**src/design/gdbd_pkg.sv**
```systemverilog
// ----------------------------------------------------------------------------
// gdbd_pkg - shared types, constants and calendar tables
// Widths, constant divisors and month tables used across the date pipeline.
// ----------------------------------------------------------------------------
package gdbd_pkg;

  localparam int DAY_W   = 5;
  localparam int MONTH_W = 4;
  localparam int YEAR_W  = 14;
  localparam int COUNT_W = 22;
  localparam int ORD_W   = 23;   // day ordinal, covers every 14-bit year
  localparam int Q100_W  = 8;    // year / 100 for a 14-bit year
  localparam int PARTB_W = 10;   // month offset + day + century term

  localparam logic [YEAR_W-1:0]  MAX_YEAR  = YEAR_W'(9999);
  localparam logic [COUNT_W-1:0] COUNT_MAX = {COUNT_W{1'b1}};

  // y / 100 == (y * Q100_MUL) >> Q100_SHIFT, exact for y < 43690
  localparam int PROD_W     = 27;
  localparam int Q100_SHIFT = 19;
  localparam logic [PROD_W-1:0] Q100_MUL = PROD_W'(5243);

  localparam logic [YEAR_W-1:0] CENTURY    = YEAR_W'(100);
  localparam logic [ORD_W-1:0]  YEAR_DAYS  = ORD_W'(365);

  localparam logic [MONTH_W-1:0] MONTH_JAN = MONTH_W'(1);
  localparam logic [MONTH_W-1:0] MONTH_FEB = MONTH_W'(2);
  localparam logic [MONTH_W-1:0] MONTH_DEC = MONTH_W'(12);

  // per-stage load strobes of the pipeline
  typedef struct packed {
    logic s1;
    logic s2;
    logic s3;
    logic s4;
    logic s5;
  } gdbd_adv_t;

  // checked date, handed from the year split to the ordinal stages
  typedef struct packed {
    logic [DAY_W-1:0]   day;
    logic [MONTH_W-1:0] month;
    logic [YEAR_W-1:0]  prev_year;   // year - 1
    logic [Q100_W-1:0]  prev_q100;   // (year - 1) / 100
    logic               leap;
    logic               ok;
  } gdbd_date_t;

  function automatic logic [DAY_W-1:0] month_len(input logic [MONTH_W-1:0] m,
                                                 input logic leap);
    logic [DAY_W-1:0] len;
    case (m)
      4'd1, 4'd3, 4'd5, 4'd7, 4'd8, 4'd10, 4'd12: len = DAY_W'(31);
      4'd4, 4'd6, 4'd9, 4'd11:                    len = DAY_W'(30);
      4'd2:                                       len = leap ? DAY_W'(29) : DAY_W'(28);
      default:                                    len = '0;
    endcase
    return len;
  endfunction

  // days of a common year before the first of month m
  function automatic logic [PARTB_W-1:0] month_before(input logic [MONTH_W-1:0] m);
    logic [PARTB_W-1:0] n;
    case (m)
      4'd1:    n = PARTB_W'(0);
      4'd2:    n = PARTB_W'(31);
      4'd3:    n = PARTB_W'(59);
      4'd4:    n = PARTB_W'(90);
      4'd5:    n = PARTB_W'(120);
      4'd6:    n = PARTB_W'(151);
      4'd7:    n = PARTB_W'(181);
      4'd8:    n = PARTB_W'(212);
      4'd9:    n = PARTB_W'(243);
      4'd10:   n = PARTB_W'(273);
      4'd11:   n = PARTB_W'(304);
      4'd12:   n = PARTB_W'(334);
      default: n = '0;
    endcase
    return n;
  endfunction

endpackage

```
**src/design/gdbd_year_split.sv**
```systemverilog
// ----------------------------------------------------------------------------
// gdbd_year_split - century split, leap test and date check (stages 1-2)
// Stage 1 forms year / 100 by reciprocal multiply; stage 2 derives the
// remainder, leap flag, (year-1)/100 and the validity of the date.
// ----------------------------------------------------------------------------
module gdbd_year_split (
  input  logic                          clk,
  input  gdbd_pkg::gdbd_adv_t           adv,
  input  logic [gdbd_pkg::DAY_W-1:0]    day,
  input  logic [gdbd_pkg::MONTH_W-1:0]  month,
  input  logic [gdbd_pkg::YEAR_W-1:0]   year,
  output gdbd_pkg::gdbd_date_t          date
);

  logic [gdbd_pkg::DAY_W-1:0]   s1_day;
  logic [gdbd_pkg::MONTH_W-1:0] s1_month;
  logic [gdbd_pkg::YEAR_W-1:0]  s1_year;
  logic [gdbd_pkg::Q100_W-1:0]  s1_q100;
  logic [gdbd_pkg::PROD_W-1:0]  prod;

  logic [gdbd_pkg::YEAR_W-1:0]  rem;
  logic                         rem_zero;
  logic                         leap;
  logic                         ok;
  logic [gdbd_pkg::DAY_W-1:0]   len;
  gdbd_pkg::gdbd_date_t         date_next;

  assign prod = gdbd_pkg::PROD_W'(year) * gdbd_pkg::Q100_MUL;

  always_ff @(posedge clk) begin
    if (adv.s1) begin
      s1_day   <= day;
      s1_month <= month;
      s1_year  <= year;
      s1_q100  <= prod[gdbd_pkg::Q100_SHIFT +: gdbd_pkg::Q100_W];
    end
  end

  always_comb begin
    rem      = s1_year - gdbd_pkg::YEAR_W'(s1_q100) * gdbd_pkg::CENTURY;
    rem_zero = (rem == '0);
    // div by 4 and not 100, or div by 400 (century count div by 4)
    leap     = ((s1_year[1:0] == 2'b00) && !rem_zero) ||
               (rem_zero && (s1_q100[1:0] == 2'b00));
    len      = gdbd_pkg::month_len(s1_month, leap);
    ok       = (s1_year != '0) && (s1_year <= gdbd_pkg::MAX_YEAR) &&
               (s1_month >= gdbd_pkg::MONTH_JAN) && (s1_month <= gdbd_pkg::MONTH_DEC) &&
               (s1_day != '0) && (s1_day <= len);
    date_next.day       = s1_day;
    date_next.month     = s1_month;
    date_next.prev_year = s1_year - gdbd_pkg::YEAR_W'(1);
    // floor((y-1)/100) drops by one exactly when y is a multiple of 100
    date_next.prev_q100 = s1_q100 - gdbd_pkg::Q100_W'(rem_zero);
    date_next.leap      = leap;
    date_next.ok        = ok;
  end

  always_ff @(posedge clk) begin
    if (adv.s2) begin
      date <= date_next;
    end
  end

endmodule

```
**src/design/gdbd_ordinal.sv**
```systemverilog
// ----------------------------------------------------------------------------
// gdbd_ordinal - day ordinal of a checked date (stages 3-4)
// Stage 3 forms 365*p + p/4 and the month, day and p/400 terms; stage 4 sums them
// and subtracts the century count.
// ----------------------------------------------------------------------------
module gdbd_ordinal (
  input  logic                        clk,
  input  gdbd_pkg::gdbd_adv_t         adv,
  input  gdbd_pkg::gdbd_date_t        date,
  output logic [gdbd_pkg::ORD_W-1:0]  ordinal,
  output logic                        ok
);

  logic [gdbd_pkg::ORD_W-1:0]   part_a;
  logic [gdbd_pkg::PARTB_W-1:0] part_b;
  logic [gdbd_pkg::Q100_W-1:0]  q100;
  logic                         s3_ok;
  logic [gdbd_pkg::ORD_W-1:0]   part_a_next;
  logic [gdbd_pkg::PARTB_W-1:0] part_b_next;
  logic                         past_feb;

  always_comb begin
    past_feb    = (date.month > gdbd_pkg::MONTH_FEB) && date.leap;
    part_a_next = gdbd_pkg::ORD_W'(date.prev_year) * gdbd_pkg::YEAR_DAYS +
                  gdbd_pkg::ORD_W'(date.prev_year >> 2);
    part_b_next = gdbd_pkg::month_before(date.month) +
                  gdbd_pkg::PARTB_W'(past_feb) +
                  gdbd_pkg::PARTB_W'(date.day) +
                  gdbd_pkg::PARTB_W'(date.prev_q100 >> 2);
  end

  always_ff @(posedge clk) begin
    if (adv.s3) begin
      part_a <= part_a_next;
      part_b <= part_b_next;
      q100   <= date.prev_q100;
      s3_ok  <= date.ok;
    end
  end

  always_ff @(posedge clk) begin
    if (adv.s4) begin
      ordinal <= part_a + gdbd_pkg::ORD_W'(part_b) - gdbd_pkg::ORD_W'(q100);
      ok      <= s3_ok;
    end
  end

endmodule

```
**src/design/gregorian_days_between_dates.sv**
```systemverilog
// ----------------------------------------------------------------------------
// gregorian_days_between_dates - day count between two Gregorian dates
// Takes a pair of (day, month, year) dates per transaction, checks each
// against the Gregorian calendar (years 1..9999, leap February), and returns
// the absolute number of days between them, both validity flags and whether
// the second date is the later one. A new transaction may enter every cycle
// while date_stall is low; it passes five register stages, the first loading
// at the accepting edge and the last being the output register. The five
// stages are: year/100 by reciprocal multiply; leap test and date check;
// 365-day multiply with month and day terms; the ordinal sum; and the
// absolute difference with saturation. Stalls on the result side hold the
// pipeline; bubbles close up so that the input keeps accepting while any
// stage is empty. day_count is 0 when either date is invalid, and
// second_is_later always compares the raw fields.
// ----------------------------------------------------------------------------
module gregorian_days_between_dates (
  input  logic                          clk,
  input  logic                          rst,
  // date pair transactions
  input  logic                          date_valid,
  output logic                          date_stall,
  input  logic [gdbd_pkg::DAY_W-1:0]    first_day,
  input  logic [gdbd_pkg::MONTH_W-1:0]  first_month,
  input  logic [gdbd_pkg::YEAR_W-1:0]   first_year,
  input  logic [gdbd_pkg::DAY_W-1:0]    second_day,
  input  logic [gdbd_pkg::MONTH_W-1:0]  second_month,
  input  logic [gdbd_pkg::YEAR_W-1:0]   second_year,
  // result transactions
  output logic                          count_valid,
  input  logic                          count_stall,
  output logic [gdbd_pkg::COUNT_W-1:0]  day_count,
  output logic                          first_ok,
  output logic                          second_ok,
  output logic                          second_is_later
);

  // stage valid bits; v5 is the output register
  logic v1, v2, v3, v4, v5;
  gdbd_pkg::gdbd_adv_t adv;

  // second_is_later travels alongside the datapath
  logic later1, later2, later3, later4;

  gdbd_pkg::gdbd_date_t       date_a, date_b;
  logic [gdbd_pkg::ORD_W-1:0] ord_a, ord_b;
  logic                       ok_a, ok_b;

  logic [gdbd_pkg::ORD_W-1:0] diff;

  // A stage loads when it is empty or the stage after it is moving.
  always_comb begin
    adv.s5 = !v5 || !count_stall;
    adv.s4 = !v4 || adv.s5;
    adv.s3 = !v3 || adv.s4;
    adv.s2 = !v2 || adv.s3;
    adv.s1 = !v1 || adv.s2;
  end

  assign date_stall = !adv.s1;

  always_ff @(posedge clk) begin
    if (rst) begin
      v1 <= 1'b0;
      v2 <= 1'b0;
      v3 <= 1'b0;
      v4 <= 1'b0;
      v5 <= 1'b0;
    end else begin
      if (adv.s1) v1 <= date_valid;
      if (adv.s2) v2 <= v1;
      if (adv.s3) v3 <= v2;
      if (adv.s4) v4 <= v3;
      if (adv.s5) v5 <= v4;
    end
  end

  // raw lexicographic compare of (year, month, day)
  always_ff @(posedge clk) begin
    if (adv.s1) later1 <= {second_year, second_month, second_day} >
                          {first_year, first_month, first_day};
    if (adv.s2) later2 <= later1;
    if (adv.s3) later3 <= later2;
    if (adv.s4) later4 <= later3;
  end

  gdbd_year_split u_split_a (
    .clk   (clk),
    .adv   (adv),
    .day   (first_day),
    .month (first_month),
    .year  (first_year),
    .date  (date_a)
  );

  gdbd_year_split u_split_b (
    .clk   (clk),
    .adv   (adv),
    .day   (second_day),
    .month (second_month),
    .year  (second_year),
    .date  (date_b)
  );

  gdbd_ordinal u_ord_a (
    .clk     (clk),
    .adv     (adv),
    .date    (date_a),
    .ordinal (ord_a),
    .ok      (ok_a)
  );

  gdbd_ordinal u_ord_b (
    .clk     (clk),
    .adv     (adv),
    .date    (date_b),
    .ordinal (ord_b),
    .ok      (ok_b)
  );

  // stage 5: absolute difference, saturated to the count width
  assign diff = (ord_a > ord_b) ? (ord_a - ord_b) : (ord_b - ord_a);

  always_ff @(posedge clk) begin
    if (adv.s5) begin
      first_ok        <= ok_a;
      second_ok       <= ok_b;
      second_is_later <= later4;
      if (!(ok_a && ok_b)) begin
        day_count <= '0;
      end else if (diff > gdbd_pkg::ORD_W'(gdbd_pkg::COUNT_MAX)) begin
        day_count <= gdbd_pkg::COUNT_MAX;
      end else begin
        day_count <= diff[gdbd_pkg::COUNT_W-1:0];
      end
    end
  end

  assign count_valid = v5;

endmodule

```
**config.mk**
```make
export PLATFORM = sky130hd
export DESIGN_NAME = gregorian_days_between_dates
export DESIGN_NICKNAME = d
export VERILOG_FILES = /design/src/design/gdbd_pkg.sv /design/src/design/gdbd_year_split.sv /design/src/design/gdbd_ordinal.sv /design/src/design/gregorian_days_between_dates.sv
export SDC_FILE = /design/constraint.sdc
export NUM_CORES = 1
export LEC_CHECK = 0
export BUFFER_PORTS_ARGS = -buffer_cell sky130_fd_sc_hd__buf_4
export CORE_MARGIN = 1.5
export CORE_UTILIZATION = 40
export DETAILED_ROUTE_END_ITERATION = 16
export SLEW_MARGIN = 5
export SYNTH_ARGS = -nofsm -noshare
export SYNTH_HDL_FRONTEND = slang
export SYNTH_HIERARCHICAL = 1
export SYNTH_SLANG_ARGS = --single-unit
```
**constraint.sdc**
```tcl
create_clock -name clk -period 15.15 [get_ports clk]
set_input_delay 0.7575 -clock clk [delete_from_list [all_inputs] [get_ports clk]]
set_output_delay 0.7575 -clock clk [all_outputs]
set_load 0.01 [all_outputs]
```
==> metrics.txt <==
# TYPE chip_impl_metric gauge
chip_impl_info{name="top_usage_layer",value="met2"} 1
chip_impl_metric{name="final_critical_period",unit="ns"} 6.06
chip_impl_metric{name="post_cts_hold_buffer_count",unit=""} 0
chip_impl_metric{name="regArea",unit="mm²"} 0.00878
chip_impl_metric{name="io_buffer_count",unit=""} 76
chip_impl_metric{name="area.growth.synth_to_final",unit="%"} 8.86
chip_impl_metric{name="cts_htree_levels",unit=""} 2
chip_impl_metric{name="yosysSeqAreaShare",unit="%"} 26.6
chip_impl_metric{name="clock_latency",unit="ns"} 0.57
chip_impl_metric{name="vias",unit=""} 22200
chip_impl_metric{name="crit_required",unit="ns"} 15.47
chip_impl_metric{name="netlist_area",unit="mm²"} 0.0330
chip_impl_info{name="timing.rr.start",value="u_split_a/s1_q100[3]$_DFFE_PP_"} 1
chip_impl_metric{name="firstDrtPassIters",unit=""} 6
chip_impl_info{name="tritoncts",value="yes"} 1
chip_impl_info{name="worst_setup_path_startpoint",value="u_split_a/s1_q100[3]$_DFFE_PP_"} 1
chip_impl_metric{name="core-area",unit="mm²"} 0.0818
chip_impl_metric{name="post_cts.resized_instances",unit=""} 0
chip_impl_metric{name="synth.net_count",unit=""} 4129
chip_impl_info{name="min-delay-start",value="second_month[0]"} 1
chip_impl_metric{name="netlist_instances",unit=""} 3247
chip_impl_metric{name="critPathArrivalTime",unit="ns"} 6.38
chip_impl_metric{name="worst-r2r-setup-slack",unit="ns"} 9.09
chip_impl_metric{name="grt_pass1_vias",unit=""} 22300
chip_impl_metric{name="fmax",unit="GHz"} 0.165
chip_impl_metric{name="dp_hpwl",unit="µm"} 57000
chip_impl_metric{name="postCtsSetupRepairBufs",unit=""} 0
chip_impl_metric{name="initial_core_util",unit="%"} 40.3
chip_impl_metric{name="edff_count_synth",unit=""} 289
chip_impl_metric{name="final.setup.tns",unit="ns"} 0
chip_impl_info{name="clock_tree_root",value="clkbuf_16"} 1
chip_impl_metric{name="std_cell_rows",unit=""} 105
chip_impl_metric{name="timing_max_transition_violations_final",unit=""} 0
chip_impl_metric{name="wire_length_of_the_first_global_routing_pass",unit="µm"} 112000
chip_impl_metric{name="detail_route.wirelength",unit="µm"} 67500
chip_impl_info{name="worst_hold_path_type",value="in -> reg"} 1
chip_impl_metric{name="grtUsageMet1",unit="%"} 22.6
chip_impl_metric{name="floorplan.die.height",unit="µm"} 290
chip_impl_metric{name="hold_path_depth",unit=""} 1
chip_impl_info{name="worstReg2RegEnd",value="u_split_a/date[0]$_DFFE_PP_"} 1
chip_impl_info{name="path_class",value="reg -> reg"} 1
chip_impl_metric{name="fin_worst_skew",unit="ns"} 0.0251
chip_impl_info{name="cp_max_stage_cell",value="or4_4"} 1
chip_impl_metric{name="vias_per_cell",unit=""} 5.02
chip_impl_metric{name="async_set_or_reset_register_ratio_after_synthesis",unit="%"} 0
chip_impl_metric{name="clk_transition_reported_paths",unit="ns"} 0.06
chip_impl_info{name="status",value="finished, final reports clean"} 1
chip_impl_metric{name="globalRoute.totalOverflow",unit=""} 0
chip_impl_info{name="min_delay_worst_endpoint",value="u_split_b/s1_month[0]$_DFFE_PP_"} 1
chip_impl_metric{name="grt_max_degree",unit=""} 86
chip_impl_metric{name="drive_gt1_share",unit="%"} 6.76
chip_impl_metric{name="cts_sinks",unit=""} 294
chip_impl_metric{name="setup_viol",unit=""} 0
chip_impl_info{name="type_of_origin_of_the_critical_path",value="register"} 1
chip_impl_metric{name="fp.dieW",unit="µm"} 290
chip_impl_metric{name="path_max_fanout",unit=""} 8
chip_impl_metric{name="design.die.area",unit="mm²"} 0.0842
chip_impl_metric{name="drtIter0Drc",unit=""} 1068
chip_impl_metric{name="synth.ff_latch_count",unit=""} 294
chip_impl_metric{name="worst_slew_margin_rel",unit="%"} 25.7
chip_impl_metric{name="use_met2",unit="%"} 27.1
chip_impl_metric{name="finish.net_count",unit=""} 4201
chip_impl_metric{name="path_buf_inv",unit=""} 1
chip_impl_metric{name="path_depth",unit=""} 25
chip_impl_metric{name="fillCellCount",unit=""} 7862
chip_impl_info{name="timing.critical_path.mode_cell",value="ha_1"} 1
chip_impl_info{name="unrepaired_setup_endpoints_after_global_routing",value="no"} 1
chip_impl_metric{name="netlist-cell-type-count",unit=""} 110
chip_impl_metric{name="cts-buffers-inserted",unit=""} 36
chip_impl_metric{name="max-cap-violations",unit=""} 0
chip_impl_metric{name="finalHoldViolations",unit=""} 0
chip_impl_metric{name="min_period_over_period",unit="%"} 40.0
chip_impl_metric{name="antenna_found_initial",unit=""} 0
chip_impl_info{name="worst_path_dominant_cell_family",value="adder cells"} 1
chip_impl_metric{name="synthesis.area_per_instance",unit="µm²"} 10.2
chip_impl_metric{name="drc_errors",unit=""} 0
chip_impl_metric{name="gp_routability_congestion",unit=""} 0.901
chip_impl_metric{name="least_margin_pin_slew",unit="ns"} 1.11
chip_impl_metric{name="multi_input_comb_area",unit="mm²"} 0.0212
chip_impl_metric{name="clock_tree.buffer_depth",unit=""} 3
chip_impl_metric{name="gr-usage-all-layers",unit="%"} 16.3
chip_impl_metric{name="diodes",unit=""} 0
chip_impl_metric{name="antenna_violating_nets_post_route",unit=""} 0
chip_impl_metric{name="worst_reg_to_reg_path_cell_count",unit=""} 25
chip_impl_metric{name="io_pins",unit=""} 77
chip_impl_info{name="worst_setup_path_end_kind",value="register"} 1
chip_impl_metric{name="critical_path.max_stage_delay",unit="ns"} 0.56
chip_impl_metric{name="global_route.usage.met3",unit="%"} 1.69
chip_impl_metric{name="routedWlPerCell",unit="µm"} 15.3
chip_impl_metric{name="synth-warning-count",unit=""} 6
chip_impl_info{name="synth_top_flop_cell",value="edfxtp_1"} 1
## final cells by class
| class | instances | share of cell area, % |
|---|---|---|
| well taps | 1070 | 3.73 |
| multi-input cells | 2169 | 59.0 |
| clock buffers | 48 | 2.99 |
| clock inverters | 16 | 0.450 |
| repair buffers | 78 | 1.63 |
| inverters | 740 | 7.74 |
| flip-flops and latches | 294 | 24.4 |
## cells in the mapped netlist, types with 13 or more instances
| cell | n | share of area, % |
|---|---|---|
| o21a_1 | 34 | 0.77 |
| ha_1 | 570 | 22 |
| xnor2_1 | 116 | 3.1 |
| and2_1 | 13 | 0.25 |
| o21bai_1 | 25 | 0.57 |
| inv_1 | 739 | 8.4 |
| nand4_1 | 34 | 0.64 |
| fa_1 | 262 | 16 |
| nand2_1 | 118 | 1.3 |
| clkbuf_1 | 21 | 0.24 |
| a21oi_2 | 21 | 0.56 |
| a211oi_1 | 24 | 0.55 |
| nor3_1 | 39 | 0.59 |
| nor2b_1 | 26 | 0.49 |
| nand3_1 | 48 | 0.73 |
| a31oi_1 | 29 | 0.55 |
| a21o_1 | 63 | 1.4 |
| nor2_1 | 110 | 1.3 |
| edfxtp_1 | 289 | 26 |
| a21oi_1 | 166 | 2.5 |
| xor2_1 | 64 | 1.7 |
| mux2i_1 | 16 | 0.49 |
| nand2b_1 | 20 | 0.38 |
| o21ai_0 | 111 | 1.7 |
| or3_1 | 16 | 0.30 |
| and3_1 | 19 | 0.36 |
| o211ai_1 | 18 | 0.41 |
| nor4_1 | 16 | 0.30 |
## logic make-up after synthesis
kind of cell	share of synthesized area, %
buffers and inverters	9.20
adder cells (fa/ha/maj)	37.5
AND/OR/NAND/NOR	8.25
AO/OA/AOI/OAI	12.8
XOR/XNOR	4.85
flip-flops	26.6
multiplexers	0.804
## worst reg2reg max path: stages (launching register included)
cell and delay, ns:
edfxtp_1 0.46, inv_1 0.10, ha_1 0.30, ha_1 0.31, fa_1 0.46, ha_1 0.35
a21oi_1 0.16, nor2b_1 0.06, a31o_2 0.22, or2_2 0.28, xnor2_1 0.13, ha_1 0.38
nor4_1 0.28, o21ai_0 0.11, nor4b_1 0.17, or4_4 0.56, o31a_1 0.25, a21oi_1 0.14
ha_1 0.16, nor2b_1 0.04, o21a_1 0.15, o21ai_0 0.17, nand2b_1 0.07, a21oi_1 0.15
a31oi_1 0.05, a2111oi_0 0.31
## worst max-delay path by stage
stage,slack (ns),to
finish,9.09,u_split_a/date[0]$_DFFE_PP_
global route,8.74,u_split_a/date[0]$_DFFE_PP_
CTS,9.16,u_split_a/date[0]$_DFFE_PP_
detailed placement,9.17,u_split_a/date[0]$_DFFE_PP_
global placement,9.21,u_split_a/date[0]$_DFFE_PP_
floorplan,9.60,u_split_a/date[0]$_DFFE_PP_
## cells in the final DEF (no fill, tap or decap), drive strengths merged, types with 21 or more instances in the layout
master,count
a211oi,27
a21o,64
a21oi,188
a31oi,32
buf,78
clkbuf,48
edfxtp,289
fa,262
ha,570
inv,742
nand2,120
nand2b,21
nand3,48
nand4,34
nor2,112
nor2b,29
nor3,39
o21a,34
o21ai,120
o21bai,27
xnor2,116
xor2,64
## through the flow
stage	util, %	area [µm²]	setup WS, ns	instances	hold WS, ns
2_1_floorplan	-	33000	9.60	3247	0.400
3_5_place_dp	42.4	34700	9.17	4351	0.405
4_1_cts	43.9	35900	9.16	4415	0.347
5_1_grt	43.9	35900	8.74	4415	0.364
3_3_place_gp	42.4	34700	9.21	4351	0.403
6_report	43.9	35900	9.09	4415	0.389
## layer usage
layer	part of all wire (%)	vias to the layer above	routed length [µm]
li1	-	11200	-
met1	48	10600	32700
met2	46	327	31100
met3	3.3	75	2230
met4	2.2	0	1480
met5	0	-	0
## flip-flops by register name, summed over array words and instances (netlist names), 4 cells and up
| name | cells |
|---|---|
| u_ord_a/ordinal | 23 |
| u_ord_b/q100 | 8 |
| u_split_a/s1_q100 | 8 |
| u_ord_b/ordinal | 23 |
| u_split_b/s1_q100 | 8 |
| u_split_a/date | 33 |
| u_split_a/s1_day | 5 |
| u_split_b/s1_month | 4 |
| day_count | 22 |
| u_ord_a/part_a | 23 |
| u_split_b/s1_year | 14 |
| u_split_a/s1_month | 4 |
| u_ord_b/part_a | 23 |
| u_split_b/date | 33 |
| u_ord_a/part_b | 10 |
| u_ord_b/part_b | 10 |
| u_split_a/s1_year | 14 |
| u_split_b/s1_day | 5 |
| u_ord_a/q100 | 8 |
Power is left out: the tool's default activity adds up to more than one toggle a clock period on the data nets, which glitch-free logic cannot reach.
